`config.mk`:
```
export PLATFORM = sky130hd
export DESIGN_NAME = range_sensor_collision_monitor_unit_flat
export DESIGN_NICKNAME = d
export VERILOG_FILES = /design/src/rtl/core/rscm_pkg.sv /design/src/rtl/core/rscm_ifs.sv /design/src/rtl/core/rscm_csr.sv /design/src/rtl/core/rscm_div.sv /design/src/rtl/core/range_sensor_collision_monitor_unit.sv /design/src/flat_wrapper.sv
export SDC_FILE = /design/constraint.sdc
export NUM_CORES = 2
export LEC_CHECK = 0
export BUFFER_PORTS_ARGS = -buffer_cell sky130_fd_sc_hd__buf_2
export CORE_MARGIN = 2
export CORE_UTILIZATION = 49
export DETAILED_ROUTE_END_ITERATION = 10
export GPL_TIMING_DRIVEN = 0
export PLACE_DENSITY = 0.68
export SETUP_SLACK_MARGIN = 0.3
export SYNTH_ARGS = -nofsm -noshare
export SYNTH_HDL_FRONTEND = slang
export SYNTH_SLANG_ARGS = --single-unit
```
`constraint.sdc`:
```
create_clock -name clock -period 10.7 [get_ports clock]
set_input_delay 0.535 -clock clock [delete_from_list [all_inputs] [get_ports clock]]
set_output_delay 0.535 -clock clock [all_outputs]
set_load 0.02 [all_outputs]
```
`src/rtl/core/rscm_pkg.sv`:
```
// Shared types, widths and constant tables of the range sensor collision monitor.
`timescale 1ns / 1ps

package rscm_pkg;

   localparam int AdcW   = 8;
   localparam int GainW  = 9;
   localparam int DistW  = 16;
   localparam int SpeedW = 21;
   localparam int TtcW   = 16;
   localparam int ClassW = 2;
   localparam int MvW    = 13;
   localparam int CsrIdxW  = 3;
   localparam int CsrDataW = 16;

   // shared divider sizes: numerator covers distance * 512 plus speed
   localparam int DivNumW = 26;
   localparam int DivDenW = 21;
   localparam int DivCntW = $clog2(DivNumW);

   // register indexes of the write port
   typedef enum logic [CsrIdxW-1:0] {
      CSR_DIST_GAIN  = 3'd0,
      CSR_SPEED_GAIN = 3'd1,
      CSR_FAR        = 3'd2,
      CSR_NEAR       = 3'd3,
      CSR_HYST       = 3'd4,
      CSR_INVALID    = 3'd5,
      CSR_VALID      = 3'd6
   } csr_idx_type;

   typedef enum logic [ClassW-1:0] {
      OBJ_NONE    = 2'd0,
      OBJ_FAR     = 2'd1,
      OBJ_NEAR    = 2'd2,
      OBJ_INVALID = 2'd3
   } obj_type;

   typedef enum logic [ClassW-1:0] {
      ALERT_NONE    = 2'd0,
      ALERT_DETECT  = 2'd1,
      ALERT_COLLIDE = 2'd2,
      ALERT_WARN    = 2'd3
   } alert_type;

   typedef struct packed {
      logic [GainW-1:0] distance_gain;
      logic [GainW-1:0] speed_gain;
      logic [DistW-1:0] far_threshold;
      logic [DistW-1:0] near_threshold;
      logic [DistW-1:0] hysteresis_margin;
      logic [DistW-1:0] invalid_threshold;
      logic [DistW-1:0] valid_threshold;
   } cfg_type;

   typedef struct packed {
      logic               start;
      logic [DivNumW-1:0] num;
      logic [DivDenW-1:0] den;
   } div_req_type;

   typedef struct packed {
      logic               done;
      logic [DivNumW-1:0] quo;
   } div_rsp_type;

   // converter code to millivolts, floor(code * 5000 / 255)
   typedef logic [MvW-1:0] mv_lut_type [256];

   function automatic mv_lut_type build_mv_lut();
      mv_lut_type lut;
      for (int i = 0; i < 256; i++) begin
         lut[i] = MvW'((i * 5000) / 255);
      end
      return lut;
   endfunction

   localparam mv_lut_type MvLut = build_mv_lut();

endpackage

```
`src/rtl/core/rscm_ifs.sv`:
```
// Channel interfaces: sample input, result output and register write port.
`timescale 1ns / 1ps

interface rscm_req_if;
   logic                        valid;
   logic                        ready;
   logic                        op;
   logic [rscm_pkg::AdcW-1:0]   adc_sample;
   modport source (output valid, op, adc_sample, input ready);
   modport sink   (input valid, op, adc_sample, output ready);
endinterface

interface rscm_rsp_if;
   logic                               valid;
   logic                               ready;
   logic [rscm_pkg::DistW-1:0]         distance_cm;
   logic signed [rscm_pkg::SpeedW-1:0] speed_cms;
   logic [rscm_pkg::TtcW-1:0]          ttc_seconds;
   logic [rscm_pkg::ClassW-1:0]        object_class;
   logic [rscm_pkg::ClassW-1:0]        alert_level;
   modport source (output valid, distance_cm, speed_cms, ttc_seconds, object_class,
                   alert_level, input ready);
   modport sink   (input valid, distance_cm, speed_cms, ttc_seconds, object_class,
                   alert_level, output ready);
endinterface

interface rscm_csr_if;
   logic                          valid;
   logic                          ready;
   logic [rscm_pkg::CsrIdxW-1:0]  reg_index;
   logic [rscm_pkg::CsrDataW-1:0] wdata;
   modport source (output valid, reg_index, wdata, input ready);
   modport sink   (input valid, reg_index, wdata, output ready);
endinterface

```
`src/rtl/core/rscm_csr.sv`:
```
// Configuration register file.
`timescale 1ns / 1ps

module rscm_csr (
   input  logic              clock,
   input  logic              reset,
   rscm_csr_if.sink          csr_bus,
   output rscm_pkg::cfg_type cfg
);

   rscm_pkg::cfg_type cfg_ff;

   assign csr_bus.ready = 1'b1;
   assign cfg = cfg_ff;

   always_ff @(posedge clock) begin
      if (reset) begin
         cfg_ff.distance_gain     <= 9'd128;
         cfg_ff.speed_gain        <= 9'd128;
         cfg_ff.far_threshold     <= 16'd1600;
         cfg_ff.near_threshold    <= 16'd800;
         cfg_ff.hysteresis_margin <= 16'd80;
         cfg_ff.invalid_threshold <= 16'd160;
         cfg_ff.valid_threshold   <= 16'd240;
      end else if (csr_bus.valid) begin
         unique case (csr_bus.reg_index)
            rscm_pkg::CSR_DIST_GAIN: begin
               cfg_ff.distance_gain <= csr_bus.wdata[rscm_pkg::GainW-1:0];
            end
            rscm_pkg::CSR_SPEED_GAIN: begin
               cfg_ff.speed_gain <= csr_bus.wdata[rscm_pkg::GainW-1:0];
            end
            rscm_pkg::CSR_FAR:     cfg_ff.far_threshold     <= csr_bus.wdata;
            rscm_pkg::CSR_NEAR:    cfg_ff.near_threshold    <= csr_bus.wdata;
            rscm_pkg::CSR_HYST:    cfg_ff.hysteresis_margin <= csr_bus.wdata;
            rscm_pkg::CSR_INVALID: cfg_ff.invalid_threshold <= csr_bus.wdata;
            rscm_pkg::CSR_VALID:   cfg_ff.valid_threshold   <= csr_bus.wdata;
            default: begin
            end
         endcase
      end
   end

endmodule

```
`src/rtl/core/rscm_div.sv`:
```
// Restoring divider, one quotient bit per cycle.
`timescale 1ns / 1ps

module rscm_div (
   input  logic                  clock,
   input  logic                  reset,
   input  rscm_pkg::div_req_type div_req,
   output rscm_pkg::div_rsp_type div_rsp
);

   localparam int NumW = rscm_pkg::DivNumW;
   localparam int DenW = rscm_pkg::DivDenW;
   localparam int CntW = rscm_pkg::DivCntW;

   logic            busy_ff;
   logic            done_ff;
   logic [CntW-1:0] cnt_ff;
   logic [DenW-1:0] rem_ff;
   logic [NumW-1:0] quo_ff;
   logic [DenW-1:0] den_ff;

   logic [DenW:0]   trial_in;
   logic [DenW:0]   diff_in;
   logic            fits_in;

   always_comb begin
      trial_in = {rem_ff, quo_ff[NumW-1]};
      diff_in  = trial_in - {1'b0, den_ff};
      fits_in  = trial_in >= {1'b0, den_ff};
   end

   always_ff @(posedge clock) begin
      if (reset) begin
         busy_ff <= 1'b0;
         done_ff <= 1'b0;
         cnt_ff  <= '0;
      end else begin
         done_ff <= 1'b0;
         if (div_req.start) begin
            busy_ff <= 1'b1;
            cnt_ff  <= '0;
            rem_ff  <= '0;
            quo_ff  <= div_req.num;
            den_ff  <= div_req.den;
         end else if (busy_ff) begin
            rem_ff <= fits_in ? diff_in[DenW-1:0] : trial_in[DenW-1:0];
            quo_ff <= {quo_ff[NumW-2:0], fits_in};
            cnt_ff <= cnt_ff + 1'b1;
            if (cnt_ff == CntW'(NumW - 1)) begin
               busy_ff <= 1'b0;
               done_ff <= 1'b1;
            end
         end
      end
   end

   assign div_rsp.done = done_ff;
   assign div_rsp.quo  = quo_ff;

endmodule

```
`src/rtl/core/range_sensor_collision_monitor_unit.sv`:
```
// Top level of the range sensor collision monitor: sequencer and datapath.
`timescale 1ns / 1ps
// Divider use: each accepted word passes through the 26-step shared
//   divider up to twice: one pass for distance (skipped at zero volts),
//   one for time-to-collision (only while speed is negative).
// Input: a new word is taken the cycle after the result is loaded
//   into the output register.
// Reset: synchronous, clears sequencer, filter state, output valid and
//   restores register defaults; collision time resets to its maximum.

module range_sensor_collision_monitor_unit (
   input  logic       clock,
   input  logic       reset,
   rscm_req_if.sink   req_bus,
   rscm_rsp_if.source rsp_bus,
   rscm_csr_if.sink   csr_bus
);

   localparam int DistW  = rscm_pkg::DistW;
   localparam int SpeedW = rscm_pkg::SpeedW;
   localparam int GainW  = rscm_pkg::GainW;
   localparam int MvW    = rscm_pkg::MvW;
   localparam int NumW   = rscm_pkg::DivNumW;
   localparam int DenW   = rscm_pkg::DivDenW;

   typedef enum logic [3:0] {
      ST_IDLE,
      ST_RAW_START,
      ST_RAW_WAIT,
      ST_DIST_MUL,
      ST_DIST_SUM,
      ST_TTC_START,
      ST_TTC_WAIT,
      ST_CLASSIFY,
      ST_ALERT,
      ST_VEL_MUL,
      ST_SPD_MUL,
      ST_SPD_SUM,
      ST_DONE
   } state_type;

   // distance filter only follows small steps (30 cm in Q12.4)
   localparam logic [DistW:0]  CloseLimit = 17'd480;
   localparam logic [GainW-1:0] GainOne   = 9'd256;
   localparam logic signed [31:0] Round8  = 32'sd128;
   localparam logic signed [31:0] SpeedLimit = 32'sd655360;
   localparam logic [DistW-1:0] TtcDetect  = 16'd2560;   // 10 s
   localparam logic [DistW-1:0] TtcCollide = 16'd1280;   // 5 s

   rscm_pkg::cfg_type     cfg;
   rscm_pkg::div_req_type div_req;
   rscm_pkg::div_rsp_type div_rsp;

   state_type               state_ff;
   logic                    op_ff;
   logic [MvW-1:0]          mv_ff;
   logic [DistW-1:0]        raw_ff;
   logic [DistW-1:0]        prev_ff;
   logic [DistW-1:0]        fd_ff;
   logic signed [SpeedW-1:0] fs_ff;
   logic signed [SpeedW-1:0] vel_ff;
   logic [DistW-1:0]        ttc_ff;
   rscm_pkg::obj_type       obj_ff;
   rscm_pkg::alert_type     alert_ff;
   logic signed [31:0]      acc_ff;

   logic                    rsp_valid_ff;
   logic [DistW-1:0]        out_dist_ff;
   logic signed [SpeedW-1:0] out_speed_ff;
   logic [DistW-1:0]        out_ttc_ff;
   rscm_pkg::obj_type       out_obj_ff;
   rscm_pkg::alert_type     out_alert_ff;

   logic                    req_fire;
   logic                    out_free;

   logic [GainW-1:0]        dg_eff, dg_inv, sg_eff, sg_inv;
   logic signed [21:0]      mul_a;
   logic signed [9:0]       mul_b;
   logic signed [31:0]      mul_prod;
   logic signed [31:0]      sum_in;
   logic signed [31:0]      spd_shift;
   logic signed [DistW:0]   raw_step;
   logic [DistW:0]          dist_abs;
   logic signed [DistW:0]   move_diff;
   logic [DistW-1:0]        fd_in;
   logic signed [SpeedW-1:0] fs_in;
   logic [SpeedW-1:0]       fs_neg;
   logic [DistW-1:0]        quo_sat;
   rscm_pkg::obj_type       obj_in;
   rscm_pkg::alert_type     alert_in;
   logic signed [DistW+1:0] d_s, far_lo, far_hi, near_lo, near_hi, inv_s, val_s;

   rscm_csr u_csr (
      .clock   (clock),
      .reset   (reset),
      .csr_bus (csr_bus),
      .cfg     (cfg)
   );

   rscm_div u_div (
      .clock   (clock),
      .reset   (reset),
      .div_req (div_req),
      .div_rsp (div_rsp)
   );

   assign req_bus.ready = (state_ff == ST_IDLE);
   assign req_fire      = req_bus.valid && req_bus.ready;
   assign out_free      = !rsp_valid_ff || rsp_bus.ready;

   // gains above one act as one
   always_comb begin
      dg_eff = (cfg.distance_gain > GainOne) ? GainOne : cfg.distance_gain;
      sg_eff = (cfg.speed_gain > GainOne) ? GainOne : cfg.speed_gain;
      dg_inv = GainOne - dg_eff;
      sg_inv = GainOne - sg_eff;
   end

   // divider operands: raw distance, then time-to-collision
   always_comb begin
      fs_neg        = SpeedW'(-fs_ff);
      div_req.start = 1'b0;
      div_req.num   = NumW'(640000) + NumW'(mv_ff[MvW-1:1]);
      div_req.den   = DenW'(mv_ff);
      if (state_ff == ST_RAW_START) begin
         div_req.start = (mv_ff != '0);
      end else if (state_ff == ST_TTC_START) begin
         div_req.start = fs_ff[SpeedW-1];
         div_req.num   = {1'b0, fd_ff, 9'b0} + NumW'(fs_neg);
         div_req.den   = {fs_neg[DenW-2:0], 1'b0};
      end
      quo_sat = (|div_rsp.quo[NumW-1:DistW]) ? '1 : div_rsp.quo[DistW-1:0];
   end

   // the one multiplier, steered by the sequencer
   always_comb begin
      move_diff = $signed({1'b0, fd_ff}) - $signed({1'b0, prev_ff});
      mul_a = '0;
      mul_b = '0;
      case (state_ff)
         ST_DIST_MUL: begin
            mul_a = $signed({6'b0, raw_ff});
            mul_b = $signed({1'b0, dg_eff});
         end
         ST_DIST_SUM: begin
            mul_a = $signed({6'b0, prev_ff});
            mul_b = $signed({1'b0, dg_inv});
         end
         ST_VEL_MUL: begin
            mul_a = 22'(move_diff);
            mul_b = 10'sd10;
         end
         ST_SPD_MUL: begin
            mul_a = 22'(vel_ff);
            mul_b = $signed({1'b0, sg_eff});
         end
         ST_SPD_SUM: begin
            mul_a = 22'(fs_ff);
            mul_b = $signed({1'b0, sg_inv});
         end
         default: begin
         end
      endcase
      mul_prod = mul_a * mul_b;
      sum_in   = acc_ff + mul_prod + Round8;
   end

   // distance filter gate and speed saturation
   always_comb begin
      raw_step  = $signed({1'b0, raw_ff}) - $signed({1'b0, prev_ff});
      dist_abs  = raw_step[DistW] ? (DistW+1)'(-raw_step) : (DistW+1)'(raw_step);
      fd_in     = (dist_abs < CloseLimit) ? sum_in[DistW+7:8] : raw_ff;
      spd_shift = sum_in >>> 8;
      if (spd_shift > SpeedLimit) begin
         fs_in = SpeedW'(SpeedLimit);
      end else if (spd_shift < -SpeedLimit) begin
         fs_in = SpeedW'(-SpeedLimit);
      end else begin
         fs_in = spd_shift[SpeedW-1:0];
      end
   end

   // hysteresis classifier; margin may push a limit below zero
   always_comb begin
      d_s     = $signed({2'b0, fd_ff});
      far_lo  = $signed({2'b0, cfg.far_threshold}) - $signed({2'b0, cfg.hysteresis_margin});
      far_hi  = $signed({2'b0, cfg.far_threshold}) + $signed({2'b0, cfg.hysteresis_margin});
      near_lo = $signed({2'b0, cfg.near_threshold}) - $signed({2'b0, cfg.hysteresis_margin});
      near_hi = $signed({2'b0, cfg.near_threshold}) + $signed({2'b0, cfg.hysteresis_margin});
      inv_s   = $signed({2'b0, cfg.invalid_threshold});
      val_s   = $signed({2'b0, cfg.valid_threshold});
      obj_in  = obj_ff;
      unique case (obj_ff)
         rscm_pkg::OBJ_NONE: begin
            if (d_s < far_lo) obj_in = rscm_pkg::OBJ_FAR;
         end
         rscm_pkg::OBJ_FAR: begin
            if (d_s < near_lo)     obj_in = rscm_pkg::OBJ_NEAR;
            else if (d_s > far_hi) obj_in = rscm_pkg::OBJ_NONE;
         end
         rscm_pkg::OBJ_NEAR: begin
            if (d_s < inv_s)        obj_in = rscm_pkg::OBJ_INVALID;
            else if (d_s > near_hi) obj_in = rscm_pkg::OBJ_FAR;
         end
         rscm_pkg::OBJ_INVALID: begin
            if (d_s > val_s) obj_in = rscm_pkg::OBJ_NEAR;
         end
         default: begin
         end
      endcase
   end

   // alert from the freshly classified object and collision time
   always_comb begin
      alert_in = alert_ff;
      unique case (obj_ff) inside
         rscm_pkg::OBJ_NONE: alert_in = rscm_pkg::ALERT_NONE;
         rscm_pkg::OBJ_FAR, rscm_pkg::OBJ_NEAR: begin
            if (ttc_ff > TtcDetect)       alert_in = rscm_pkg::ALERT_DETECT;
            else if (ttc_ff > TtcCollide) alert_in = rscm_pkg::ALERT_COLLIDE;
            else                          alert_in = rscm_pkg::ALERT_WARN;
         end
         default: begin
         end
      endcase
   end

   always_ff @(posedge clock) begin
      if (reset) begin
         state_ff     <= ST_IDLE;
         rsp_valid_ff <= 1'b0;
         prev_ff      <= '0;
         fd_ff        <= '0;
         fs_ff        <= '0;
         ttc_ff       <= '1;
         obj_ff       <= rscm_pkg::OBJ_NONE;
         alert_ff     <= rscm_pkg::ALERT_NONE;
      end else begin
         // output register: load from the final state, else drain on ready
         if (state_ff == ST_DONE && out_free) begin
            rsp_valid_ff <= 1'b1;
         end else if (rsp_bus.ready) begin
            rsp_valid_ff <= 1'b0;
         end
         unique case (state_ff)
            ST_IDLE: begin
               if (req_fire) begin
                  op_ff    <= req_bus.op;
                  mv_ff    <= rscm_pkg::MvLut[req_bus.adc_sample];
                  prev_ff  <= fd_ff;
                  state_ff <= ST_RAW_START;
               end
            end
            ST_RAW_START: begin
               if (mv_ff == '0) begin
                  raw_ff   <= '1;          // zero volts: distance saturates
                  state_ff <= ST_DIST_MUL;
               end else begin
                  state_ff <= ST_RAW_WAIT;
               end
            end
            ST_RAW_WAIT: begin
               if (div_rsp.done) begin
                  raw_ff   <= quo_sat;
                  state_ff <= ST_DIST_MUL;
               end
            end
            ST_DIST_MUL: begin
               acc_ff   <= mul_prod;
               state_ff <= ST_DIST_SUM;
            end
            ST_DIST_SUM: begin
               fd_ff    <= fd_in;
               state_ff <= ST_TTC_START;
            end
            ST_TTC_START: begin
               // collision time holds unless closing
               state_ff <= fs_ff[SpeedW-1] ? ST_TTC_WAIT : ST_CLASSIFY;
            end
            ST_TTC_WAIT: begin
               if (div_rsp.done) begin
                  ttc_ff   <= quo_sat;
                  state_ff <= ST_CLASSIFY;
               end
            end
            ST_CLASSIFY: begin
               obj_ff   <= obj_in;
               state_ff <= ST_ALERT;
            end
            ST_ALERT: begin
               alert_ff <= alert_in;
               state_ff <= op_ff ? ST_VEL_MUL : ST_DONE;
            end
            ST_VEL_MUL: begin
               vel_ff   <= mul_prod[SpeedW-1:0];   // step * 10 per 100 ms
               state_ff <= ST_SPD_MUL;
            end
            ST_SPD_MUL: begin
               acc_ff   <= mul_prod;
               state_ff <= ST_SPD_SUM;
            end
            ST_SPD_SUM: begin
               fs_ff    <= fs_in;
               state_ff <= ST_DONE;
            end
            ST_DONE: begin
               if (out_free) begin
                  out_dist_ff  <= fd_ff;
                  out_speed_ff <= fs_ff;
                  out_ttc_ff   <= ttc_ff;
                  out_obj_ff   <= obj_ff;
                  out_alert_ff <= alert_ff;
                  state_ff     <= ST_IDLE;
               end
            end
            default: state_ff <= ST_IDLE;
         endcase
      end
   end

   assign rsp_bus.valid        = rsp_valid_ff;
   assign rsp_bus.distance_cm  = out_dist_ff;
   assign rsp_bus.speed_cms    = out_speed_ff;
   assign rsp_bus.ttc_seconds  = out_ttc_ff;
   assign rsp_bus.object_class = out_obj_ff;
   assign rsp_bus.alert_level  = out_alert_ff;

   // divider answers only while the sequencer waits on it
   a_div_done_in_wait : assert property (@(posedge clock) disable iff (reset)
      div_rsp.done |-> (state_ff == ST_RAW_WAIT || state_ff == ST_TTC_WAIT))
      else $error("divider result outside a wait state");

   // an accepted word closes the input until its result is out
   a_busy_after_accept : assert property (@(posedge clock) disable iff (reset)
      req_fire |=> !req_bus.ready)
      else $error("input open while a word is in work");

   // result word only ever launched from the final state
   a_rsp_from_done : assert property (@(posedge clock) disable iff (reset)
      $rose(rsp_valid_ff) |-> $past(state_ff == ST_DONE))
      else $error("result word raised outside the final state");

   // filtered speed stays inside its saturation band
   a_speed_band : assert property (@(posedge clock) disable iff (reset)
      (fs_ff <= 21'sd655360) && (fs_ff >= -21'sd655360))
      else $error("filtered speed outside its limits");

endmodule
```
`src/flat_wrapper.sv`:
```
// flat-port wrapper written by rule: the top's interface ports become plain ports
module range_sensor_collision_monitor_unit_flat 
  (clock, reset, req_bus_valid, req_bus_op, req_bus_adc_sample, req_bus_ready, rsp_bus_valid, rsp_bus_distance_cm, rsp_bus_speed_cms, rsp_bus_ttc_seconds, rsp_bus_object_class, rsp_bus_alert_level, rsp_bus_ready, csr_bus_valid, csr_bus_reg_index, csr_bus_wdata, csr_bus_ready);
  rscm_req_if req_bus_i ();
  rscm_rsp_if rsp_bus_i ();
  rscm_csr_if csr_bus_i ();
  input  logic clock;
  input  logic reset;
  input wire logic [$bits(req_bus_i.valid)-1:0] req_bus_valid;
  input wire logic [$bits(req_bus_i.op)-1:0] req_bus_op;
  input wire logic [$bits(req_bus_i.adc_sample)-1:0] req_bus_adc_sample;
  output wire logic [$bits(req_bus_i.ready)-1:0] req_bus_ready;
  output wire logic [$bits(rsp_bus_i.valid)-1:0] rsp_bus_valid;
  output wire logic [$bits(rsp_bus_i.distance_cm)-1:0] rsp_bus_distance_cm;
  output wire logic [$bits(rsp_bus_i.speed_cms)-1:0] rsp_bus_speed_cms;
  output wire logic [$bits(rsp_bus_i.ttc_seconds)-1:0] rsp_bus_ttc_seconds;
  output wire logic [$bits(rsp_bus_i.object_class)-1:0] rsp_bus_object_class;
  output wire logic [$bits(rsp_bus_i.alert_level)-1:0] rsp_bus_alert_level;
  input wire logic [$bits(rsp_bus_i.ready)-1:0] rsp_bus_ready;
  input wire logic [$bits(csr_bus_i.valid)-1:0] csr_bus_valid;
  input wire logic [$bits(csr_bus_i.reg_index)-1:0] csr_bus_reg_index;
  input wire logic [$bits(csr_bus_i.wdata)-1:0] csr_bus_wdata;
  output wire logic [$bits(csr_bus_i.ready)-1:0] csr_bus_ready;
  assign req_bus_i.valid = req_bus_valid;
  assign req_bus_i.op = req_bus_op;
  assign req_bus_i.adc_sample = req_bus_adc_sample;
  assign req_bus_ready = req_bus_i.ready;
  assign rsp_bus_valid = rsp_bus_i.valid;
  assign rsp_bus_distance_cm = rsp_bus_i.distance_cm;
  assign rsp_bus_speed_cms = rsp_bus_i.speed_cms;
  assign rsp_bus_ttc_seconds = rsp_bus_i.ttc_seconds;
  assign rsp_bus_object_class = rsp_bus_i.object_class;
  assign rsp_bus_alert_level = rsp_bus_i.alert_level;
  assign rsp_bus_i.ready = rsp_bus_ready;
  assign csr_bus_i.valid = csr_bus_valid;
  assign csr_bus_i.reg_index = csr_bus_reg_index;
  assign csr_bus_i.wdata = csr_bus_wdata;
  assign csr_bus_ready = csr_bus_i.ready;
  range_sensor_collision_monitor_unit u_core (.clock(clock), .reset(reset), .req_bus(req_bus_i), .rsp_bus(rsp_bus_i), .csr_bus(csr_bus_i));
endmodule
```
======== Word level (Yosys, flattened, before mapping) ========
Memory sizes are Yosys's and may differ from the RTL's. A register that Yosys moved wholly into a read port is not among the register bits.
Cells that the tools add are included.
word-level totals
  memories kept ........................... 1
  memory bits (read-only) ................. 3328
  input port bits ......................... 33
  bits in registers ....................... 378
  logic and storage cells ................. 179
  output and inout port bits .............. 60
operators by class
  magnitude comparators ................... 14
  $mul .................................... 1
  reductions and logical operators ........ 38
  add/sub/neg operators ................... 16
  equal/unequal tests ..................... 31
  bitwise gates (word level) .............. 4
  mux-type cells .......................... 43
memories
  memory            words  width  rd ports  clocked after memory_dff  write ports  RTL line                                    RTL
  (name not given)  256    13     1         1                         0            range_sensor_collision_monitor_unit.sv:250  mv_ff <= rscm_pkg::MvLut[req_bus.adc_sample];
operator list
  operator                number
  $pmux 22 s5             1
  $mux 21                 4
  $sub 16x16->17          4
  $mux 16                 4
  $mux 26                 2
  $pmux 4 s13             1
  $mux 48                 1
  $mux 47                 1
  $pmux 9 s5              1
  $gt 17x18->1            2
  $lt 17x18->1            2
  $add 16x16->17          2
  $add 32x32->32          1
  $add 32x9->32 const B   1
  $mul 22x10->32          1
  $pmux 16 s2             1
  $reduce_and 2->1        14
  $add 25x21->26          1
  $gt 24x21->1 const B    1
  $lt 24x21->1 const B    1
  $ge 22x21->1            1
  $add 20x12->21 const A  1
  $neg 21->21             1
  $sub 21x21->21          1
  other kinds (47)        97

======== Longest topological paths before layout ========
  depth in word-level cells ............... 10
  mapped depth ............................ 51

======== Modules after synthesis ========
A second synthesis with hierarchy kept.
second synthesis, totals
  cells, all modules ...................... 4249
  area total of the unflattened synthesis .. 37149.4 µm²
modules (own cells, without submodules)
  module                               times used  area each (µm²)  seq. area each (µm²)  cells each
  range_sensor_collision_monitor_unit  1           29074.1          5765.5                3526
  rscm_div                             1           4182.8           2182.1                368
  rscm_csr                             1           3892.5           1961.9                355

======== Worst setup path before layout ========
No wires, ideal clock.
  path type ............................... register to register
  from .................................... register u_core.fd_ff[0]
  to ...................................... register u_core.fs_ff[16]
  arrival ................................. 10787 ps
  stages on the path, launching flop included .. 47
  path slack .............................. -147 ps
  cell sequence ........................... dfxtp_1 inv_1 ha_1 fa_1 nand2b_1 a21boi_0 o21ai_0 a21oi_1 o21ai_0 nand2b_1 a21oi_1 o21ai_0 a211oi_1 o311ai_1 nand2_1 fa_1 inv_1 fa_1 [11 not listed] o21bai_1 xor2_1 ha_1 ha_1 clkbuf_1 a21o_1 a21o_1 a211oi_1 o21ai_0 a32oi_1 nand2_1 o41ai_1 xnor2_1 xnor2_1 mux2_4 nor3_4 buf_6 a22o_1
on the way
  cells in the longest elaborated chain, start to end .. 8
  elaborated cells on any way between the ends .. 9
  those cells by class .................... 3 x add/sub; 1 x mul; 2 x order compare; 3 x mux
RTL lines
  item                     RTL line                                    RTL
  from (decl)              range_sensor_collision_monitor_unit.sv:59   logic [DistW-1:0] fd_ff;
  from (signal assigned)   range_sensor_collision_monitor_unit.sv:274  fd_ff <= fd_in;
  $sub 16x16->17 (*)       range_sensor_collision_monitor_unit.sv:138  move_diff = $signed({1'b0, fd_ff}) - $signed({1'b0, prev_ff});
  $pmux 22 s5 (*)          range_sensor_collision_monitor_unit.sv:141  case (state_ff)
  $mul 22x10->32 (*)       range_sensor_collision_monitor_unit.sv:165  mul_prod = mul_a * mul_b;
  net u_core.mul_prod[20]  range_sensor_collision_monitor_unit.sv:80   logic signed [31:0] mul_prod;
  $add 32x32->32 (*)       range_sensor_collision_monitor_unit.sv:166  sum_in = acc_ff + mul_prod + Round8;
  $add 32x9->32 (*)        range_sensor_collision_monitor_unit.sv:166
  $lt 24x21->1             range_sensor_collision_monitor_unit.sv:177  end else if (spd_shift < -SpeedLimit) begin
  $mux 21                  range_sensor_collision_monitor_unit.sv:177
  $mux 21 (*)              range_sensor_collision_monitor_unit.sv:175  if (spd_shift > SpeedLimit) begin
  to (signal assigned)     range_sensor_collision_monitor_unit.sv:304  fs_ff <= fs_in;
  to (decl)                range_sensor_collision_monitor_unit.sv:60   logic signed [SpeedW-1:0] fs_ff;
Mark *: on every way through the listed nets, which the timed path passes. The rest lies on a longest branch.
A chain may end at the register's enable or synchronous reset.

======== Final worst setup path ========
  from .................................... register u_core.state_ff[1]
  to ...................................... register u_core.fs_ff[8]
on the way
  cells in the longest elaborated chain, start to end .. 8
  elaborated cells on any way between the ends .. 14
  those cells by class .................... 2 x add/sub; 1 x mul; 2 x order compare; 5 x eq/ne; 4 x mux
RTL lines
  item                                       RTL line                                    RTL
  from (decl)                                range_sensor_collision_monitor_unit.sv:54   state_type state_ff;
  from (signal assigned)                     range_sensor_collision_monitor_unit.sv:279  state_ff <= fs_ff[SpeedW-1] ? ST_TTC_WAIT : ST_CLASSIFY;
  from (signal assigned)                     range_sensor_collision_monitor_unit.sv:293  state_ff <= op_ff ? ST_VEL_MUL : ST_DONE;
  $eq 4x4->1 (tied with other cells)         range_sensor_collision_monitor_unit.sv:141
  $pmux 22 s5 or $pmux 9 s5 (tied branches)  range_sensor_collision_monitor_unit.sv:141
  $mul 22x10->32 (*)                         range_sensor_collision_monitor_unit.sv:165
  net u_core.mul_prod[17]                    range_sensor_collision_monitor_unit.sv:80
  $add 32x32->32 (*)                         range_sensor_collision_monitor_unit.sv:166
  $add 32x9->32 (*)                          range_sensor_collision_monitor_unit.sv:166
  $lt 24x21->1                               range_sensor_collision_monitor_unit.sv:177
  $mux 21                                    range_sensor_collision_monitor_unit.sv:177
  $mux 21 (*)                                range_sensor_collision_monitor_unit.sv:175
Marks and branches as above.

==> metrics.md <==
| Metric | Value |
|---|---|
| Number of vias in the routed layout | 33.2k |
| Ys async rst share | 0% |
| Register area share after synthesis | 27.9% |
| # IOs | 93 |
| DIE HEIGHT | 273 µm |
| # rows | between 90 and 100 |
| Critical path class | register to register |
| PwrDens | between 100 and 150 nW/µm² |
| HPWL Detailed | approximately 93 mm |
| Gate power share | 31.0% |
| Final hold vios | 0 |
| Initial core utilization | 49.6% |
| Slowest stage delay, CP | 0.56 ns |
| Final setup viols | 0 |
| Place WS | -2.50 ns |
| Final clock skew | 0.0784 ns |
| Port bufs | 87 |
| Reg-to-reg endpoint | u_core.fs_ff[8] |
| Area delta synth->final | 15.1% |
| Initial drt markers | 3,569 |
| Hold/Removal Path Class | primary input to register |
| Synth Net Count | 4,773 |
| Commonest non-fill, non-tap cell in the layout | nand2_1 |
| Fin nets | about 5.0k |
| Clock Sinks | 391 |
| Mapped Cells | 4,199 |
| Avg Synthesized Cell Area | 8.47 µm² |
| Pint | 3.45 mW |
| Commonest cells after routing, fill and taps aside | nand2_1, inv_1, ha_1, a21oi_1, nor2_1 |
| N_diodes | 0 |
| Worst Setup EP | u_core.fs_ff[8] |
| Reg2Reg Depth | 48 |
| Worst R2R Setup Slack | 0.02 ns |
| Grt total ovfl | 0 |
| Net Sw Frac | 34.6% |
| Worst r2r src | u_core.state_ff[1] |
| CTS buffer count | 46 |
| CTS tree | built |
| Initial antenna violation count | 2 |
| Most used flip-flop cell after synthesis | edfxtp_1 |
| Worst Setup SP | u_core.state_ff[1] |
| Leakage | 17.2 nW |
| Placement Cell Area | 37,400 µm² |
| Post-Layout Inst Area | 41,000 µm² |
| RePlAce Congestion | 1.01 |
| Drt pass-1 iters | 7 |
| CP Capture Type | register |
| Htree depth | 2 |
| Max-cap violation count | 0 |
| Final worst-path cycle share | 99.8% |
| Final wirelength | 123 mm |
| Core area | between 70,000 and 80,000 µm² |
| Flop pwr share | 35.0% |
| Highest clock rate | 93.6 MHz |
| Share of the synthesized area in the top cell type | between 15 and 20% |
| CTS Buffer Depth | 3 |
| Arrival time at the worst endpoint | 11.23 ns |
| Top cell by count, worst path | fa_1 |
| Vias/cell | 6.13 |
| Antenna Nets Post-Route | 0 |
| # DRC | 0 |
| Cell taking the most area after synthesis | edfxtp_1 |
| CTS Hold Bufs | 0 |
| Gr usage total | 32.2% |
| Final setup margin | approximately 0.018 ns |
| Largest net degree at the start of global routing | 36 |
| Vias in the first global route | 32.0k |
| Peak supply drop | about 0.14 mV |
| Minimum clock period | 10.68 ns |
| Slowest-stage cell, CP | fa_1 |
| Status | finished clean |
| Post-synthesis cell type count | 97 |
| Crit-path max FO | 10 |
| Clock-pin slew on the worst setup and hold paths | about 0.060 ns |
| Layout fillers | approximately 6.5k |
| Final Total Pwr | 5.28 mW |
| Critical path required time | 11.25 ns |
| Hold Slack | about 0.13 ns |
| Startpoint Class | register |
| Share of cells above drive strength 1 | 12.0% |
| Synth area leaders | edfxtp_1, ha_1, dfxtp_1 |
| Max Slew Vio Count | 0 |
| Worst-skew pair later-pin latency | 0.63 ns |
| Clk root buf | clkbuf_16 |
| Normalized max-slew margin | 1.15% |
| Syn Std Cell Area | 35,600 µm² |
| Post-synth EDFFs | 208 |
| RSZ-0062 raised after global routing | yes |
| Net switching power | 1.83 mW |
| Worst Tran Pin Value | between 1 and 1.5 ns |
| Die area | 74,800 µm² |
| Post-DR wirelength/cell | 22.7 µm |
| Global-route wire length before repair | 186 mm |
| Ys Warns | 0 |
| Die width | roughly 270 µm |
| Yosys reg bits | 391 |
| Clock share of power | between 30 and 40% |
[critical path, delay by kind of cell (launching register included)]
family          cells  cell delay (ns)
fa+ha+maj           8             3.19
simple gates       14             2.94
compound gates     11             1.92
buf+inv            11             1.27
mux                 2             0.61
xor+xnor            2             0.36
flops               1             0.32
[sequential cells by signal, indices dropped and copies added, names as in the netlist, 2 cells and up]
signal                       cells
u_core.alert_ff                  2
u_core.acc_ff                   32
u_core.rsp_bus.object_class      2
u_core.rsp_bus.ttc_seconds      16
u_core.fd_ff                    16
u_core.rsp_bus.distance_cm      16
u_core.obj_ff                    2
u_core.prev_ff                  16
u_core.rsp_bus.speed_cms        21
u_core.u_div.rem_ff             21
u_core.u_div.quo_ff             26
u_core.u_div.den_ff             21
u_core.ttc_ff                   16
u_core.rsp_bus.alert_level       2
u_core.raw_ff                   16
u_core.state_ff                  4
u_core.mv_ff                    13
u_core.u_csr.cfg                98
u_core.vel_ff                   21
u_core.fs_ff                    21
u_core.u_div.cnt_ff              5
[worst min path at each step]
stage / cells after the start / slack [ns] / end / from
global route: 1 / 0.11 / u_core.op_ff / req_bus_op
finish: 1 / 0.13 / u_core.op_ff / req_bus_op
CTS: 1 / 0.10 / u_core.op_ff / req_bus_op
detailed placement: 0 / 0.42 / u_core.rsp_bus.speed_cms[16] / u_core.fs_ff[16]
floorplan: 0 / 0.41 / u_core.rsp_bus.speed_cms[16] / u_core.fs_ff[16]
global placement: 0 / 0.41 / u_core.rsp_bus.speed_cms[16] / u_core.fs_ff[16]
[cells by family (layout without fill, tap and decap cells)]
| kind of cell | count (synthesis) | count (layout) | synth area share, % |
|---|---|---|---|
| AOI/OAI and AO/OA | 1098 | 1098 | 19.9 |
| xor gates and xnor gates | 171 | 171 | 4.21 |
| adders and majority gates | 542 | 542 | 22.6 |
| buffers and inverters | 565 | 825 | 6.10 |
| DFF | 391 | 391 | 27.9 |
| muxes | 42 | 42 | 1.57 |
| other | 1 | 1 | 0.0105 |
| and+or+nand+nor | 1389 | 1389 | 17.7 |
[power groups by stage]
stage,Sequential [mW],Clock [mW],Combinational (mW)
floorplan,1.83,0,1.03
global placement,1.88,0,1.41
detailed placement,1.88,0,1.44
CTS,1.84,1.81,1.57
global route,1.85,1.87,1.77
finish,1.85,1.80,1.64
[per-layer routing]
metal / wire, µm / global-route usage, %
met1: 50300 / 42.7
met2: 54900 / 50.5
met3: 11500 / 6.76
met4: 6090 / 14.6
met5: 0 / 0
[repair_timing]
action | CTS | global route
buffers inserted | 60 | 21
pin swaps | 102 | 79
cloned | 2 | 0
setup endpoints to repair | 32 | 21
resized for setup | 216 | 84
[layout make-up]
class                   instances  area, µm²  share of cell area [%]
plain buffers                 192        972                    2.37
clock buffers                  58       1280                    3.12
clock inverters                28        474                    1.16
inverters                     373       1410                    3.44
multi-input cells            3243      24500                    59.8
flip-flops and latches        391       9950                    24.3
well taps                     950       1190                    2.90
repair buffers                174       1180                    2.88
[synth_stat cells, drive strengths merged, types with 18 or more instances]
library cell  instances
nand2               588
ha                  373
inv                 368
a21oi               362
nor2                329
o21ai               215
edfxtp              208
dfxtp               183
fa                  168
clkbuf              161
xnor2               121
nor3                 96
nand3                69
a21o                 62
nand2b               56
nor2b                54
xor2                 50
o21a                 46
a211oi               42
o211ai               41
a22oi                40
nand4                39
and2                 33
a31oi                31
buf                  31
or2                  27
mux2i                25
o21bai               24
o31ai                24
a22o                 22
a221oi               20
nor4                 19
o311ai               19
and3                 18
[through the flow]
| stage | instances | setup TNS [ns] | util, % |
|---|---|---|---|
| 3_3_place_gp | 5236 | -48.09 | 51.9 |
| 2_1_floorplan | 4199 | 0 | - |
| 3_5_place_dp | 5240 | -52.19 | 52.1 |
| 5_1_grt | 5409 | -5.82 | 57.1 |
| 6_report | 5409 | 0 | 57.1 |
| 4_1_cts | 5388 | 0 | 56.3 |
Power figures use the tool's default switching activity.
